==> config.mk <==
export PLATFORM = sky130hd
export DESIGN_NAME = lav_front
export DESIGN_NICKNAME = d
export VERILOG_FILES = /design/src/rtl/core/lav_pkg.sv /design/src/rtl/core/lav_front.sv
export SDC_FILE = /design/constraint.sdc
export NUM_CORES = 1
export LEC_CHECK = 0
export ABC_AREA = 1
export BUFFER_PORTS_ARGS = -buffer_cell sky130_fd_sc_hd__buf_2
export CORE_AREA = 2 2 335 171
export DETAILED_ROUTE_END_ITERATION = 7
export DIE_AREA = 0 0 337 173
export GPL_TIMING_DRIVEN = 0
export PLACE_DENSITY = 0.49
export SETUP_SLACK_MARGIN = 0.15
export SYNTH_ARGS = -nofsm -noshare
export SYNTH_HDL_FRONTEND = slang
export SYNTH_SLANG_ARGS = --single-unit
==> constraint.sdc <==
create_clock -name clk -period 24.4 [get_ports clk]
set_clock_uncertainty 0.2 [all_clocks]
set_input_delay 1.22 -clock clk [delete_from_list [all_inputs] [get_ports clk]]
set_output_delay 1.22 -clock clk [all_outputs]
set_load 0.01 [all_outputs]
==> src/rtl/core/lav_pkg.sv <==
// shared types and constants for the look-at view matrix block
// no dependencies; used by every module under rtl/core
package lav_pkg;

    localparam int AXIS_FRAC  = 30;
    localparam int FIFO_DEPTH = 2;

    // rounding offset for the q2.30 x q16.16 to q16.16 step
    localparam logic [63:0] ROUND_HALF = 64'd1 << (AXIS_FRAC - 1);
    localparam logic [33:0] POS_LIMIT  = 34'h0_7FFF_FFFF;
    localparam logic [33:0] NEG_LIMIT  = 34'h0_8000_0000;

    typedef struct packed {
        logic signed [31:0] eye_x;
        logic signed [31:0] eye_y;
        logic signed [31:0] eye_z;
        logic signed [31:0] target_x;
        logic signed [31:0] target_y;
        logic signed [31:0] target_z;
        logic signed [31:0] up_hint_x;
        logic signed [31:0] up_hint_y;
        logic signed [31:0] up_hint_z;
    } lav_in_t;

    typedef struct packed {
        logic signed [31:0] right_x;
        logic signed [31:0] right_y;
        logic signed [31:0] right_z;
        logic signed [31:0] upward_x;
        logic signed [31:0] upward_y;
        logic signed [31:0] upward_z;
        logic signed [31:0] forward_x;
        logic signed [31:0] forward_y;
        logic signed [31:0] forward_z;
        logic signed [31:0] shift_x;
        logic signed [31:0] shift_y;
        logic signed [31:0] shift_z;
    } lav_out_t;

    // queued work: eye, up hint and the exact target minus eye
    typedef struct packed {
        logic signed [31:0] eye_x;
        logic signed [31:0] eye_y;
        logic signed [31:0] eye_z;
        logic signed [31:0] up_x;
        logic signed [31:0] up_y;
        logic signed [31:0] up_z;
        logic signed [32:0] d_x;
        logic signed [32:0] d_y;
        logic signed [32:0] d_z;
    } lav_job_t;

    typedef struct packed {
        logic signed [63:0] x;
        logic signed [63:0] y;
        logic signed [63:0] z;
    } lav_vec64_t;

    typedef struct packed {
        logic signed [31:0] x;
        logic signed [31:0] y;
        logic signed [31:0] z;
    } lav_vec32_t;

    // request to the normalizer
    typedef struct packed {
        logic       go;
        lav_vec64_t vec;
    } lav_norm_req_t;

    // answer from the normalizer
    typedef struct packed {
        logic       done;
        lav_vec32_t axis;
    } lav_norm_rsp_t;

endpackage

==> src/rtl/core/lav_front.sv <==
// front end: takes a command beat, forms target minus eye and queues the job
// depends on lav_pkg for the input and job types
module lav_front (
    input  logic              clk,
    input  logic              rst_n,
    input  logic              start,
    input  lav_pkg::lav_in_t  item,
    output logic              busy,
    input  logic              queue_full,
    output logic              push,
    output lav_pkg::lav_job_t job
);

    logic              valid_reg;
    lav_pkg::lav_job_t job_reg;
    logic              accept;

    assign busy   = valid_reg && queue_full;
    assign accept = start && !busy;
    assign push   = valid_reg && !queue_full;
    assign job    = job_reg;

    always_ff @(posedge clk)
    begin
        if (accept)
        begin
            job_reg.eye_x <= item.eye_x;
            job_reg.eye_y <= item.eye_y;
            job_reg.eye_z <= item.eye_z;
            job_reg.up_x  <= item.up_hint_x;
            job_reg.up_y  <= item.up_hint_y;
            job_reg.up_z  <= item.up_hint_z;
            // full 33-bit difference, no wrap
            job_reg.d_x   <= 33'(item.target_x) - 33'(item.eye_x);
            job_reg.d_y   <= 33'(item.target_y) - 33'(item.eye_y);
            job_reg.d_z   <= 33'(item.target_z) - 33'(item.eye_z);
        end
    end

    always_ff @(posedge clk or negedge rst_n)
    begin
        if (!rst_n)
        begin
            valid_reg <= 1'b0;
        end
        else if (accept)
        begin
            valid_reg <= 1'b1;
        end
        else if (push)
        begin
            valid_reg <= 1'b0;
        end
    end

endmodule

* After elaboration in Yosys (flattened, before gate mapping)
Cells that the tools add are included.
** Cells by class
- Mux-type cells :: 2
- Add/sub/neg operators :: 3
- Reduce and logical (&&, ||, !) cells :: 6
** Operators by type and width (number)
- 32-bit by 32-bit subtractor with 33-bit output :: 3
- 1-bit logical AND :: 3
- 1-bit logical NOT :: 2
- 1-bit 2-to-1 mux :: 2
- 2-bit nonzero test :: 1
** Word-level totals
- Flip-flop bits (word level) :: 292
- Word-level logic and storage cells :: 21
- Output and inout port bits :: 293
- Input bits :: 292

* Longest topological paths before layout
- Word-level depth :: 4
- Depth in mapped cells :: 14

* Least setup slack after synthesis
Ideal clock, no wire load.
- Kind :: input port to flip-flop
- Start :: input port queue_full
- End :: register job_reg (netlist bit job[0]) (enable)
- Library setup time :: 0.948 ns
- Data required time :: 23.252 ns
- Buffers on the path :: 0
- Stages :: 3
- Arrival :: 13.423 ns
- Path slack :: 9.830 ns
- Path through :: nand2_1 > inv_1 > nor2_1
** Between the ends
- Longest elaborated chain between the ends :: 3
** Ends and longest elaborated chain
- from (decl) :: RTL line lav_front.sv:9 : input logic queue_full,
- 1-bit logical AND :: RTL line lav_front.sv:18 : assign busy = valid_reg && queue_full;
- named net busy :: RTL line lav_front.sv:8 : output logic busy,
- 1-bit logical NOT :: RTL line lav_front.sv:19 : assign accept = start && !busy;
- 1-bit logical AND :: RTL line lav_front.sv:19
- named net accept :: RTL line lav_front.sv:16 : logic accept;
- to (decl) :: RTL line lav_front.sv:15 : lav_pkg::lav_job_t job_reg;
The timed path passes the listed nets, and every way through them passes these cells.
A chain may end at the register's enable or synchronous reset.

* Worst setup path after layout
- Start :: input port queue_full
- End :: output port busy
** Between the ends
- Longest elaborated chain between the ends :: 1
** Ends and longest elaborated chain (RTL line)
- 1-bit logical AND :: lav_front.sv:18
- to (decl) :: lav_front.sv:8
No other way between the ends.

==> results.cfg <==
[status]
outcome = complete, no violations

[yosys]
synthMuxAreaShare = 0
synth.yosys.seq_area_share = 0.5308
syn-cell-area_um2 = 16510
syn-num-nets = 2364
syn_inst = 1973
syn_avg_cell_area_um2 = 8.368
synthXorXnorAreaFrac = 0.02387
yosys.area_share.adder = 0.07639
ys_ff_latch = 292
synth_warnings = 0
synth_top_family_by_area = simple AND/OR/NAND/NOR gates
ys_types = 22
synth_compound_area_frac = 0.02145
synth-simple-area-share = 0.2384

[setup_path]
endpoint_kind = primary output
rrSetupSlack_ns = 21.55
path_max_fanout = 2
start_kind = primary input
worst_ep_required_time_ns = 22.98
worstPathArrival_ns = 1.79
critical_path_class = primary input to primary output

[final_layout]
layout.nets = 2990
most-common-layout-cells = nand2_1, buf_2, inv_1
final-instance-count-excl-fill = 3382
finish.utilization = 0.3908
area_growth_pct = 30.62
mostFrequentLayoutCell = nand2_1
largest_reg_flops = 291
fill_cells = 5752
layout-drive-gt1-share = 0.2530

[power]
seqPwrFrac = 0.446
powerDensity_nw_per_um2 = 63.54
p_switching_uw = 396.7
p_int_uw = 973.7
pwr-share-comb = 0.210
clkPwrFrac = 0.344
leakagePower_uw = 0.01172
ir_drop_mv = 0.05134
netSwitchingFraction = 0.2895

[timing]
tns_ns = 0
rsz0062_at_grt = false
layout_min_cycle_time_ns = 3.210
holdWs_ns = 0.2481
fmaxAchievable_mhz = 311.6
hold_violations = 0
tightest_slew_ns = 0.7807
setup_viol = 0
finalCritPeriodShare = 0.1315
slew_headroom = 0.4783
drv_slew = 0

[clock_network]
cts_tree = yes
cts.repair.resized = 0
numCtsBuffers = 31
root_buffer = clkbuf_16
post-cts-setup-buffers = 0
clock_latency_ns = 0.57
clk_pin_slew_ns = 0.06
cts_max_level = 1
numClockSinks = 292
ctsHoldBuffers = 0
clockBufferDepth = 3

[floorplan]
ios = 585
coreArea_um2 = 55180
dieArea_um2 = 58300
die_w_um = 337
num_rows = 61
die_h_um = 173
start_util = 0.2992

[detailed_routing]
route.detailed.drc = 0
vias = 14060
first_pass_iters = 5
drt_wl_total_um = 53080
viasPerCell = 4.157
drt_iter0_markers = 642
ant_nets = 0
post_drt_wl_per_cell_um = 15.70

[grt]
antenna_found_initial = 5
globalRoute.totalOverflow = 0
grt_first_pass_wirelength_um = 79960
grt_max_degree = 36
gr-usage-all-layers = 0.1786
grt_pass1_vias = 14215

[placement]
dpl.cell_count = 3322
io_buffers = 584
dp_hpwl_um = 44630
globalplace.congestion = 0.8534

[worst_hold_path]
hp-class = primary input to async pin

[flow_run]
cap_violations = 0
==> power by group through the flow <==
stage	sequential [uW]	combinational, uW	clock, uW
floorplan	654	148	0
global placement	640	287	0
detailed placement	621	292	0
CTS	611	294	491
global route	614	326	508
finish	611	288	471
==> logic make-up after synthesis <==
| kind of cell | Yosys count |
|---|---|
| adders and majority gates | 99 |
| xor gates and xnor gates | 45 |
| buffers and inverters | 479 |
| and+or+nand+nor | 991 |
| AOI/OAI and AO/OA | 67 |
| DFF | 292 |
==> cell usage after synthesis, drive strengths merged <==
master,n,area share
or2,4,0.0015
nor3,6,0.0018
xor2,38,0.020
dfrtp,1,0.0015
edfxtp,291,0.53
nor2,127,0.029
nand2,765,0.18
nand4,12,0.0045
xnor2,7,0.0037
a21o,3,0.0014
fa,3,0.0036
inv,478,0.11
o21bai,3,0.0014
and2,6,0.0023
a21oi,61,0.019
ha,96,0.073
nand3,71,0.023
buf,1,0.00045
==> critical path, cell delays in order <==
cell and delay (ns):
buf_2 0.09, nand2_1 0.07, inv_1 0.21, buf_2 0.20
==> final timing paths <==
| kind | start | to | depth (start not counted) |
|---|---|---|---|
| max in group asynchronous | rst_n | valid_reg | 1 |
| min in group clk | valid_reg | valid_reg | 2 |
| min reg2reg | valid_reg | valid_reg | 2 |
| max | queue_full | busy | 4 |
| max reg2reg | valid_reg | job[3] | 7 |
| min | rst_n | valid_reg | 1 |
==> per-stage QoR <==
stage,total power [uW],area [um^2],worst slack [ns]
4_1_cts,1396,21550,21.23
3_5_place_dp,913.4,20570,20.61
5_1_grt,1448,21560,21.13
2_1_floorplan,801.4,16510,9.830
6_report,1370,21570,21.19
3_3_place_gp,928.0,20380,3.559
==> final cells by class <==
cell class	count	area (um^2)	share of cell area
clock inverters	16	171.4	0.007948
flip-flops and latches	292	8763	0.4063
repair buffers	593	3103	0.1439
well taps	756	945.9	0.04386
plain buffers	1	7.507	0.0003481
diodes	5	12.51	0.0005801
multi-input cells	1202	5953	0.2760
clock buffers	39	815.8	0.03783
inverters	478	1794	0.08319
==> layer usage <==
metal | track usage | wire, um
met5 | 0 | 0
met4 | 0.03962 | 1070
met3 | 0.03140 | 2180
met2 | 0.3385 | 28000
met1 | 0.2079 | 21840
Note: power is estimated with default switching activity, not from simulation.
