===== config.mk =====
export PLATFORM = sky130hd
export DESIGN_NAME = lav_fifo
export DESIGN_NICKNAME = d
export VERILOG_FILES = /design/src/rtl/core/lav_pkg.sv /design/src/rtl/core/lav_fifo.sv
export SDC_FILE = /design/constraint.sdc
export NUM_CORES = 1
export LEC_CHECK = 0
export ABC_AREA = 1
export BUFFER_PORTS_ARGS = -buffer_cell sky130_fd_sc_hd__clkbuf_2
export CAP_MARGIN = 20
export CELL_PAD_IN_SITES_DETAIL_PLACEMENT = 1
export CELL_PAD_IN_SITES_GLOBAL_PLACEMENT = 2
export CORE_MARGIN = 2
export CORE_UTILIZATION = 37
export DETAILED_ROUTE_END_ITERATION = 8
export PLACE_DENSITY = 0.9
export SLEW_MARGIN = 20
export SYNTH_ARGS = -nofsm -noshare
export SYNTH_HDL_FRONTEND = slang
export SYNTH_SLANG_ARGS = --single-unit

===== constraint.sdc =====
create_clock -name clk -period 31.5 [get_ports clk]
set_input_delay 6.3 -clock clk [delete_from_list [all_inputs] [get_ports clk]]
set_output_delay 6.3 -clock clk [all_outputs]
set_load 0.005 [all_outputs]

===== src/rtl/core/lav_pkg.sv =====
// shared types and constants for the look-at view matrix block
// no dependencies; used by every module under rtl/core
package lav_pkg;

    localparam int AXIS_FRAC  = 30;
    localparam int FIFO_DEPTH = 2;

    // rounding offset for the q2.30 x q16.16 to q16.16 step
    localparam logic [63:0] ROUND_HALF = 64'd1 << (AXIS_FRAC - 1);
    localparam logic [33:0] POS_LIMIT  = 34'h0_7FFF_FFFF;
    localparam logic [33:0] NEG_LIMIT  = 34'h0_8000_0000;

    typedef struct packed {
        logic signed [31:0] eye_x;
        logic signed [31:0] eye_y;
        logic signed [31:0] eye_z;
        logic signed [31:0] target_x;
        logic signed [31:0] target_y;
        logic signed [31:0] target_z;
        logic signed [31:0] up_hint_x;
        logic signed [31:0] up_hint_y;
        logic signed [31:0] up_hint_z;
    } lav_in_t;

    typedef struct packed {
        logic signed [31:0] right_x;
        logic signed [31:0] right_y;
        logic signed [31:0] right_z;
        logic signed [31:0] upward_x;
        logic signed [31:0] upward_y;
        logic signed [31:0] upward_z;
        logic signed [31:0] forward_x;
        logic signed [31:0] forward_y;
        logic signed [31:0] forward_z;
        logic signed [31:0] shift_x;
        logic signed [31:0] shift_y;
        logic signed [31:0] shift_z;
    } lav_out_t;

    // queued work: eye, up hint and the exact target minus eye
    typedef struct packed {
        logic signed [31:0] eye_x;
        logic signed [31:0] eye_y;
        logic signed [31:0] eye_z;
        logic signed [31:0] up_x;
        logic signed [31:0] up_y;
        logic signed [31:0] up_z;
        logic signed [32:0] d_x;
        logic signed [32:0] d_y;
        logic signed [32:0] d_z;
    } lav_job_t;

    typedef struct packed {
        logic signed [63:0] x;
        logic signed [63:0] y;
        logic signed [63:0] z;
    } lav_vec64_t;

    typedef struct packed {
        logic signed [31:0] x;
        logic signed [31:0] y;
        logic signed [31:0] z;
    } lav_vec32_t;

    // request to the normalizer
    typedef struct packed {
        logic       go;
        lav_vec64_t vec;
    } lav_norm_req_t;

    // answer from the normalizer
    typedef struct packed {
        logic       done;
        lav_vec32_t axis;
    } lav_norm_rsp_t;

endpackage


===== src/rtl/core/lav_fifo.sv =====
// small job queue between the front and the back end
// depends on lav_pkg for the job type
module lav_fifo #(
    parameter int Depth = lav_pkg::FIFO_DEPTH
) (
    input  logic              clk,
    input  logic              rst_n,
    input  logic              push,
    input  lav_pkg::lav_job_t wdata,
    input  logic              pop,
    output lav_pkg::lav_job_t rdata,
    output logic              full,
    output logic              empty
);

    localparam int PtrW = (Depth > 1) ? $clog2(Depth) : 1;
    localparam int CntW = $clog2(Depth + 1);
    localparam logic [PtrW-1:0] LastPtr = PtrW'(Depth - 1);
    localparam logic [CntW-1:0] FullCnt = CntW'(Depth);

    lav_pkg::lav_job_t mem_reg [Depth];
    logic [PtrW-1:0] wr_ptr_reg;
    logic [PtrW-1:0] rd_ptr_reg;
    logic [CntW-1:0] count_reg;
    logic            do_push;
    logic            do_pop;

    assign full    = (count_reg == FullCnt);
    assign empty   = (count_reg == '0);
    assign do_push = push && !full;
    assign do_pop  = pop && !empty;
    assign rdata   = mem_reg[rd_ptr_reg];

    always_ff @(posedge clk)
    begin
        if (do_push)
        begin
            mem_reg[wr_ptr_reg] <= wdata;
        end
    end

    always_ff @(posedge clk or negedge rst_n)
    begin
        if (!rst_n)
        begin
            wr_ptr_reg <= '0;
            rd_ptr_reg <= '0;
            count_reg  <= '0;
        end
        else
        begin
            if (do_push)
            begin
                wr_ptr_reg <= (wr_ptr_reg == LastPtr) ? '0 : wr_ptr_reg + 1'b1;
            end
            if (do_pop)
            begin
                rd_ptr_reg <= (rd_ptr_reg == LastPtr) ? '0 : rd_ptr_reg + 1'b1;
            end
            if (do_push && !do_pop)
            begin
                count_reg <= count_reg + 1'b1;
            end
            else if (do_pop && !do_push)
            begin
                count_reg <= count_reg - 1'b1;
            end
        end
    end

endmodule


# Yosys cells after proc, flatten, opt, wreduce, memory -nomap -nowiden
# Memories as Yosys holds them, arrays and structs flattened.
# Cells that the tools add are included.
# op_classes
addsub,4
eq_ne,1
n_mux,6
n_reduce_logical,10
# op_table
op,n
1-bit logical AND,4
1-bit zero test,4
1-bit 2-to-1 mux,4
2-bit 2-to-1 mux,2
"1-bit adder, second input constant",2
"2-bit by 1-bit adder with 2-bit output, second input constant",1
"2-bit == test, second input constant",1
2-bit zero test,1
2-bit nonzero test,1
"2-bit by 1-bit subtractor with 2-bit output, second input constant",1
# totals
register_bits,4
ramBits,582
wordCells,25
memories,1
# mem_list
memory,words,word_bits,rd,rd_ports_with_merged_regs,write_ports,line,source
mem_reg,2,291,1,0,1,lav_fifo.sv:21,lav_pkg::lav_job_t mem_reg [Depth];

# Depth between registers and ports, before layout
# Gate-level depths: netlist of run 1.
# logic_depth
word_depth,7
ltp_mapped,9
ltp_nobuf,9

# Worst setup path before layout of run 1
# No wires, ideal clock.
# synth_timing
kind,input -> register
startpoint,in push
endpoint,"mem mem_reg[1][0] (netlist name), enable pin"
setup_time_ps,949
t_arrival_ps,18454
required_ps,30551
setup_slack_ps,12097
path_stages,2
path_buffers,0
cell_sequence,o21ai_0 -> nor2_1
# synth_via
elab_chain_cells,3
# synth_lines
item,line,source
from (decl),lav_fifo.sv:8,"input logic push,"
1-bit logical AND,lav_fifo.sv:30,assign do_push = push && !full;
1-bit 2-to-1 mux,lav_fifo.sv:36,if (do_push)
1-bit 2-to-1 mux (not written as such),lav_fifo.sv:38,mem_reg[wr_ptr_reg] <= wdata;
to (decl),lav_fifo.sv:21,
# No other way between the ends.

==> qor.txt, run 1 <==
Slew Limit Fails: 0
Least-Margin Pin Slew: 1.15 ns
Synth Warn #: 0
Synth Area in Compound Gates: 0.0465%
largest family of logic cells by synthesized area: simple AND/OR/NAND/NOR gates
Fillers: 6138
post-CTS sizing: 0
die footprint: 60100 µm²
max incr delay on CP: 1.05 ns
I/O pin count: 588
commonest non-fill, non-tap cell in the layout: nand2_1
Total GRT Usage: 18.8%
Post-DRT Antenna Nets: 0
Max-Cap Viols: 0
fin crit share: 31.6%
status: complete, no violations
post-place instance area: 25000 µm²
crit start category: flop
multiplexer share of the synthesized area: 0%
final core utilization: 46.9%
chip height: 245 µm
PwrDens: 95.5 nW/µm²
RePlAce Congestion: 0.811
Worst setup EP type: primary output
Synth Register Bits: 586
slowest library cell on the worst path: dfrtp_4
later-pin clock latency in the skew report: 0.60 ns
worst path bufs/invs: 3
top layer in use: met5
Worst Path Required: 25.20 ns
share of layout cells above drive strength 1: 31.3%
met3 WL post-DR: 4.67 mm
total power: 2.58 mW
WL/cell: 19.6 µm
Syn Inst Count: 1552
syn_nets: 1848
Setup WS post-layout: 21.55 ns
Distinct cells, synth: 15
setup bufs post-CTS: 0
# DRC: 0
Die X: 245 µm
setup TNS: 0 ns
max reg flops: 582
CTS tree: yes
clock root buffer: clkbuf_16
final setup violation count: 0
critical-path cell list: buf_4, buf_4, nand2_1, nand2_1, clkbuf_2
min-delay worst type: flop to flop
largest area contributor in the netlist: edfxtp_1
NumNets Final: 2442
clk buf depth: 3
Post-Syn Area: 21500 µm²
synthesized area per cell: 13.9 µm²
First DRT Iteration DRCs: 597
first-pass GRT wire length: 85.9 mm
Peak supply drop: 0.0655 mV
Finished Cell Area: 27000 µm²
H-tree levels: 2
Post-Synth Adder-Cell Area: 0.0581%
TritonRoute pass-1 iters: 4
Worst-path clk slew: 0.06 ns
# placed instances: 2850
area grow syn2layout: 25.4%
hold_buf cts: 0
number of global-route vias before repair: 15000
Via density: 4.68
critical path type: flop to primary output
final wirelength: 58.1 mm
sequential-to-total area share from yosys stat: 81.7%
total gr overflow: 0
share of Yosys cell area claimed by the top area cell type: 81.2%
Hold Slack: 0.516 ns
wire length on met2: 30.5 mm
Max-slew headroom: 23.6%
pre-CTS setup slack: 21.82 ns
I/O Buffers: 587
Simple-Gate Fraction of Synth Area: 15.5%
Area contributors post-synth: edfxtp_1, nand2_1, buf_6, buf_2, dfrtp_1
Final Non-Filler Cells: 2960
Worst Skew: 0.0185 ns
Period minus WS final: 9.95 ns
DP HPWL: 39.5 mm
CTS buffer count: 59
core area: 57600 µm²
RSZ-0062 raised after global routing: false
antenna violations before repair: 8
CP arrival: 3.65 ns
met1 wire length: 20.8 mm
CTS sink cnt: 586
via count: 13800
P_leak: 11.6 nW
Core Rows: 88
Crit Path Max Fanout: 81
fmax: 101 MHz
most frequent cells in the layout: nand2_1, clkbuf_2, edfxtp_1, clkbuf_16, clkbuf_1
pin count of the biggest net entering global routing: 148
Synth Area in XOR/XNOR: 0.0407%
Initial Utilization: 37.4%
delay-heaviest family, CP: buffers and inverters
final hold vios: 0
==> tightest hold or removal path, delay by kind of cell, from the launching register on <==
kind / cells / cell delay [ns]
flip-flops: 1 / 0.36
AND/OR/NAND/NOR: 2 / 0.12
==> logic make-up after synthesis <==
kind of cell | count (synthesis)
simple gates | 889
flops | 586
buf+inv | 73
compound gates | 2
xor+xnor | 1
fa+ha+maj | 1
==> final timing paths <==
path | to | cells after the start | slack, ns | start
worst max-delay path | rdata[96] | 5 | 21.55 | rd_ptr_reg
worst min-delay path | wr_ptr_reg | 2 | 0.52 | wr_ptr_reg
worst max register to register | mem_reg[0][136] | 7 | 27.58 | count_reg[1]
worst min register to register | wr_ptr_reg | 2 | 0.52 | wr_ptr_reg
max in group asynchronous | rd_ptr_reg | 1 | 25.86 | rst_n
min in group asynchronous | count_reg[1] | 1 | 5.50 | rst_n
==> layout make-up <==
type / count / area, µm² / area share [%]
Antenna cell: 3 / 7.51 / 0.0278
Clock buffer: 74 / 1580 / 5.84
Inverter: 8 / 45.0 / 0.167
Sequential cell: 586 / 17600 / 65.1
Tap cell: 765 / 957 / 3.55
Multi-Input combinational cell: 893 / 3380 / 12.5
Clock inverter: 33 / 408 / 1.51
Timing Repair Buffer: 598 / 3030 / 11.2
==> synth_stat cells <==
| cell | n |
|---|---|
| nand3b_1 | 1 |
| inv_4 | 1 |
| edfxtp_1 | 582 |
| ha_1 | 1 |
| nand3_1 | 1 |
| buf_2 | 29 |
| nand2_1 | 882 |
| xnor2_1 | 1 |
| buf_4 | 5 |
| nor2_1 | 4 |
| o21ai_0 | 2 |
| inv_1 | 7 |
| dfrtp_1 | 4 |
| nand4_1 | 1 |
| buf_6 | 31 |
==> where the power goes <==
group | total (mW) | leakage, nW | switching, mW | internal [mW]
registers | 1.12 | 5.46 | 0.0582 | 1.07
logic | 0.736 | 5.17 | 0.501 | 0.235
clock network | 0.717 | 0.969 | 0.284 | 0.433
==> layer usage <==
metal,up-vias,track usage (%)
met2,461,34.4
li1,6437,-
met4,10,7.32
met5,-,0
met1,6816,20.1
met3,119,5.96
(Power assumes the default switching activity.)
==> inputs of run 2 (changes only) <==
--- a/config.mk
+++ b/config.mk
@@ -5,15 +5,15 @@
 export SDC_FILE = /design/constraint.sdc
 export NUM_CORES = 1
 export LEC_CHECK = 0
-export ABC_AREA = 1
+export ABC_AREA = 0
 export BUFFER_PORTS_ARGS = -buffer_cell sky130_fd_sc_hd__clkbuf_2
 export CAP_MARGIN = 20
 export CELL_PAD_IN_SITES_DETAIL_PLACEMENT = 1
 export CELL_PAD_IN_SITES_GLOBAL_PLACEMENT = 2
 export CORE_MARGIN = 2
-export CORE_UTILIZATION = 37
+export CORE_UTILIZATION = 38
 export DETAILED_ROUTE_END_ITERATION = 8
-export PLACE_DENSITY = 0.9
+export PLACE_DENSITY = 0.85
 export SLEW_MARGIN = 20
 export SYNTH_ARGS = -nofsm -noshare
 export SYNTH_HDL_FRONTEND = slang
==> constraint.sdc (replaced) <==
create_clock -name clk -period 10 [get_ports clk]
set_input_delay 2 -clock clk [delete_from_list [all_inputs] [get_ports clk]]
set_output_delay 2 -clock clk [all_outputs]
set_load 0.005 [all_outputs]
==> qor.txt, run 2 <==
status: complete, no violations
CP arrival: 3.35 ns (-0.30 ns)
P_leak: 10.1 nW (-13%)
later-pin clock latency in the skew report: 0.60 ns (about the same)
TritonRoute pass-1 iters: 5 (+1)
setup bufs post-CTS: 0 (unchanged)
WL/cell: 22.3 µm (+14%)
chip height: 241 µm (-1.8%)
global route hottest layer: met2
syn_nets: 1220 (-34%)
first-pass GRT wire length: 74.4 mm (-13%)
Post-DRT Antenna Nets: 0 (unchanged)
final wirelength: 52.4 mm (-9.8%)
Worst Path Required: 8.00 ns (-17.20 ns)
Distinct cells, synth: 14 (-1)
Post-Syn Area: 21300 µm² (-0.99%)
Least-Margin Pin Slew: 1.16 ns (+0.0162 ns)
CTS tree: yes
final hold vios: 0 (unchanged)
synthesized area per cell: 23.1 µm² (+66%)
Async SR Flop Fraction: 0.683% (unchanged)
Core Rows: 86 (-2.3%)
Crit Path Max Fanout: 50 (-38%)
clock root buffer: clkbuf_16
setup TNS: 0 ns (unchanged)
largest area contributor in the netlist: edfxtp_1
I/O pin count: 588 (unchanged)
clk buf depth: 3 (unchanged)
Total GRT Usage: 17.4% (-1.5 points)
# DRC: 0 (unchanged)
hold_buf cts: 0 (unchanged)
Synth Warn #: 0 (unchanged)
core area: 55300 µm² (-4.0%)
Worst-path clk slew: 0.06 ns (about the same)
fin crit share: 53.5%
CTS sink cnt: 586 (unchanged)
GR Layer Usage met3: 5.64% (-0.32 points)
Syn Inst Count: 924 (-40%)
Via density: 4.71 (+0.79%)
DP HPWL: 36.1 mm (-8.7%)
crit start category: flop
most common cell in the netlist: edfxtp_1
commonest non-fill, non-tap cell in the layout: clkbuf_2
Max-slew headroom: 22.5% (-1.1 points)
share of layout cells above drive strength 1: 61.2% (+30 points)
Peak supply drop: 0.188 mV (+190%)
Die X: 241 µm (-1.8%)
fmax: 187 MHz
max reg flops: 582 (unchanged)
Max-Cap Viols: 0 (unchanged)
most frequent cells in the layout: clkbuf_2, edfxtp_1, mux2_2, clkbuf_16, clkinv_2
total gr overflow: 0 (unchanged)
Initial Utilization: 38.5% (+1.2 points)
PwrDens: 290 nW/µm² (+200%)
via count: 11100 (-20%)
Worst setup EP type: primary output
antenna violations before repair: 10 (+2)
I/O Buffers: 587 (unchanged)
die footprint: 58000 µm² (-3.5%)
pin count of the biggest net entering global routing: 162 (+9.5%)
RSZ-0062 raised after global routing: false
number of global-route vias before repair: 11800 (-21%)
area grow syn2layout: 25.9%
Post-synth EDFFs: 582 (unchanged)
Worst Skew: 0.0229 ns (+0.00436 ns)
met1 Use GR: 20.1% (+0.038 points)
critical path type: flop to primary output
Synth Flop Type: edfxtp_1
Period minus WS final: 5.35 ns
sequential-to-total area share from yosys stat: 82.5% (+0.82 points)
pre-CTS setup slack: 5.24 ns (-16.58 ns)
most common library cells after synthesis: edfxtp_1, mux2_2, buf_6
min-delay worst type: flop to flop
final setup violation count: 0 (unchanged)
post-CTS sizing: 0 (unchanged)
H-tree levels: 2 (unchanged)
First DRT Iteration DRCs: 620 (+3.9%)
met2 Track Usage GR: 30.4% (-3.9 points)
NumNets Final: 1846 (-24%)
Slew Limit Fails: 0 (unchanged)
Setup WS post-layout: 4.65 ns (-16.90 ns)
share of Yosys cell area claimed by the top area cell type: 82.0% (+0.81 points)
RePlAce Congestion: 0.769 (-5.2%)
Synth Register Bits: 586 (unchanged)
Area contributors post-synth: edfxtp_1, mux2_2, buf_6, dfrtp_1, xnor2_1
CTS buffer count: 59 (unchanged)
run 2: cell types whose count changed after synthesis, sizes merged, moves of 2 or more:
cell | before | now
nand2 | 882 | 1
xor2 | 0 | 2
inv | 8 | 2
buf | 65 | 32
xnor2 | 1 | 3
mux2 | 0 | 291
run 2: critical path, stage by stage (launching register included):
cell      delay (ns)
dfrtp_4         0.88
buf_4           0.61
buf_4           0.64
mux2_2          0.42
clkbuf_2        0.12
run 2: worst paths after layout:
check / from / to / slack [ns] / cells past startpoint
worst max-delay path: rd_ptr_reg / rdata[116] / 4.65 / 4
worst min-delay path: count_reg[1] / count_reg[1] / 0.53 / 1
worst max register to register: count_reg[0] / mem_reg[0][166] / 7.06 / 5
worst min register to register: count_reg[1] / count_reg[1] / 0.53 / 1
max in group asynchronous: rst_n / rd_ptr_reg / 8.62 / 1
min in group asynchronous: rst_n / count_reg[0] / 1.23 / 1
run 2: metal layers:
layer / up-vias / wire length [µm]
met5: - / 112
met4: 16 / 1360
met3: 98 / 4650
met2: 440 / 27200
met1: 5559 / 19100
li1: 4955 / -
run 2: cells by family after synthesis:
kind of cell	after synthesis	share of synthesized area, %
flip-flops	586	82.5
multiplexers	291	15.4
buffers and inverters	34	1.70
AND/OR/NAND/NOR	6	0.129
XOR/XNOR	5	0.206
AO/OA/AOI/OAI	1	0.0235
adder cells (fa/ha/maj)	1	0.0587
run 2: through the flow:
stage / cells / util [%] / area, µm² / hold slack [ns] / power (mW)
final: 2348 / 48.5 / 26800 / 0.532 / 7.77
after global routing: 2348 / 48.5 / 26800 / 0.560 / 8.12
after CTS: 2346 / 48.4 / 26800 / 0.537 / 7.88
after detailed placement: 2236 / 45.1 / 24900 / 0.528 / 5.72
after global placement: 2236 / 45.1 / 24900 / 0.501 / 5.65
after floorplan: 924 / - / 21300 / 0.480 / 4.92
run 2: area by class of cell:
class,count,area (µm²)
clock inverter,41,337
sequential,586,17600
timing repair buffer,597,3060
tap,748,936
antenna,1,2.50
multi-input combinational,304,3380
fill,5391,28500
inverter,2,7.51
clock buffer,69,1510
run 2: report_power, final:
group          internal [mW]  switching, mW  total, mW  leakage, nW
Clock                   1.21          0.906       2.12        0.922
Sequential              3.37          0.168       3.54         5.45
Combinational          0.979           1.13       2.11         3.70
Total                   5.56           2.21       7.77         10.1
==> inputs of run 3 (changes only) <==
==> constraint.sdc (replaced) <==
create_clock -name clk -period 5.4 [get_ports clk]
set_input_delay 1.08 -clock clk [delete_from_list [all_inputs] [get_ports clk]]
set_output_delay 1.08 -clock clk [all_outputs]
set_load 0.005 [all_outputs]
==> qor.txt, run 3 (same netlist as run 2, synthesis figures left out) <==
crit start category: flop
max incr delay on CP: 1.00 ns (+0.12 ns)
final setup violation count: 0 (unchanged)
total power: 14.7 mW (+89%)
later-pin clock latency in the skew report: 0.61 ns (about the same)
hold_buf cts: 0 (unchanged)
setup bufs post-CTS: 0 (unchanged)
Core Rows: 86 (unchanged)
I/O pin count: 588 (unchanged)
Total GRT Usage: 17.3% (-0.094 points)
RePlAce Congestion: 0.797 (+3.7%)
TritonRoute pass-1 iters: 4 (-1)
final hold vios: 0 (unchanged)
Post-DRT Antenna Nets: 0 (unchanged)
Peak supply drop: 0.342 mV (+82%)
Slew Limit Fails: 0 (unchanged)
area grow syn2layout: 27.0%
fin crit share: 70.8%
# placed instances: 2243 (+0.31%)
setup TNS: 0 ns (unchanged)
H-tree levels: 2 (unchanged)
Die X: 241 µm (unchanged)
Via density: 4.73 (+0.38%)
max reg flops: 582 (unchanged)
via count: 11200 (+0.80%)
Crit Path Max Fanout: 59 (+18%)
die footprint: 58000 µm² (unchanged)
Final Non-Filler Cells: 2358 (+0.43%)
DP HPWL: 36.5 mm (+1.0%)
Period minus WS final: 3.82 ns
Least-Margin Pin Slew: 0.899 ns (-0.263 ns)
Max-Cap Viols: 0 (unchanged)
status: complete, no violations
Max-slew headroom: 40.1% (+18 points)
core area: 55300 µm² (unchanged)
PwrDens: 542 nW/µm² (+87%)
I/O Buffers: 587 (unchanged)
post-CTS sizing: 0 (unchanged)
First DRT Iteration DRCs: 493 (-20%)
Initial Utilization: 38.5% (unchanged)
CTS sink cnt: 586 (unchanged)
fmax: 261 MHz
pin count of the biggest net entering global routing: 109 (-33%)
CP arrival: 2.74 ns (-0.61 ns)
clk buf depth: 3 (unchanged)
share of layout cells above drive strength 1: 61.2% (about the same)
Worst Skew: 0.0254 ns (+0.00250 ns)
min-delay worst type: input port to asynchronous set/reset pin
P_leak: 10.2 nW (+0.87%)
Worst setup EP type: primary output
critical-path cell list: buf_4, mux2_2, clkbuf_2
clock root buffer: clkbuf_16
Worst Path Required: 4.32 ns (-3.68 ns)
critical path type: flop to primary output
most frequent cells in the layout: clkbuf_2, edfxtp_1, mux2_2, clkbuf_16, clkinv_1
NumNets Final: 1854 (+0.43%)
chip height: 241 µm (unchanged)
CTS buffer count: 61 (+3.4%)
Worst-path clk slew: 0.06 ns (about the same)
CTS tree: yes
final core utilization: 48.9% (+0.43 points)
Setup WS post-layout: 1.58 ns (-3.08 ns)
pre-CTS setup slack: 2.19 ns (-3.06 ns)
number of global-route vias before repair: 12100 (+2.6%)
# DRC: 0 (unchanged)
slowest library cell on the worst path: dfrtp_4
WL/cell: 22.2 µm (-0.75%)
final wirelength: 52.3 mm (-0.32%)
first-pass GRT wire length: 74.6 mm (+0.30%)
RSZ-0062 raised after global routing: false
total gr overflow: 0 (unchanged)
commonest non-fill, non-tap cell in the layout: clkbuf_2
antenna violations before repair: 9 (-1)
[run 3: cell count changes in the layout (fill, tap and decap cells not counted), sizes merged]
cell / change
buf: +6
clkinv: -3
bufinv: +2
clkbuf: +2
clkinvlp: +2
diode: +2
inv: -1
[run 3: critical path: cells and delay by family (launching register included)]
family / cells / cell delay, ns
muxes: 1 / 0.43
DFF: 1 / 1.00
buffers and inverters: 2 / 0.63
[run 3: stage by stage]
stage	hold slack (ns)	area, µm²
floorplan	0.480	21300
global placement	0.498	25100
detailed placement	0.548	25100
CTS	0.224	27000
global route	0.235	27000
finish	0.276	27100
[run 3: metal layers]
layer / global-route usage [%] / share of wire (%) / up-vias
met5: 0 / 0.16 / -
met4: 5.46 / 2.6 / 14
met3: 6.46 / 9.6 / 104
met2: 29.9 / 51 / 444
met1: 19.8 / 37 / 5608
li1: - / - / 4987
[run 3: path summary, 6_finish.rpt]
path / from / end / slack (ns) / depth (start not counted)
max: rd_ptr_reg / rdata[24] / 1.58 / 3
min in group clk: wr_ptr_reg / wr_ptr_reg / 0.56 / 1
min reg2reg: wr_ptr_reg / wr_ptr_reg / 0.56 / 1
max in group asynchronous: rst_n / rd_ptr_reg / 4.98 / 1
min: rst_n / count_reg[1] / 0.28 / 1
max reg2reg: count_reg[0] / mem_reg[1][87] / 2.84 / 3
[run 3: area by class of cell]
type                    instances  area, µm²
diodes                          3       7.51
clock buffers                  71       1610
clock inverters                41        387
fillers                      5312      28300
inverters                       2       7.51
multi-input cells             304       3390
flip-flops and latches        586      17600
well taps                     748        936
repair buffers                603       3130
[run 3: power by group]
part,internal (mW),total [mW],switching (mW)
combinational,1.85,3.95,2.10
clock,2.45,4.16,1.71
sequential,6.22,6.54,0.322
total,10.5,14.7,4.13
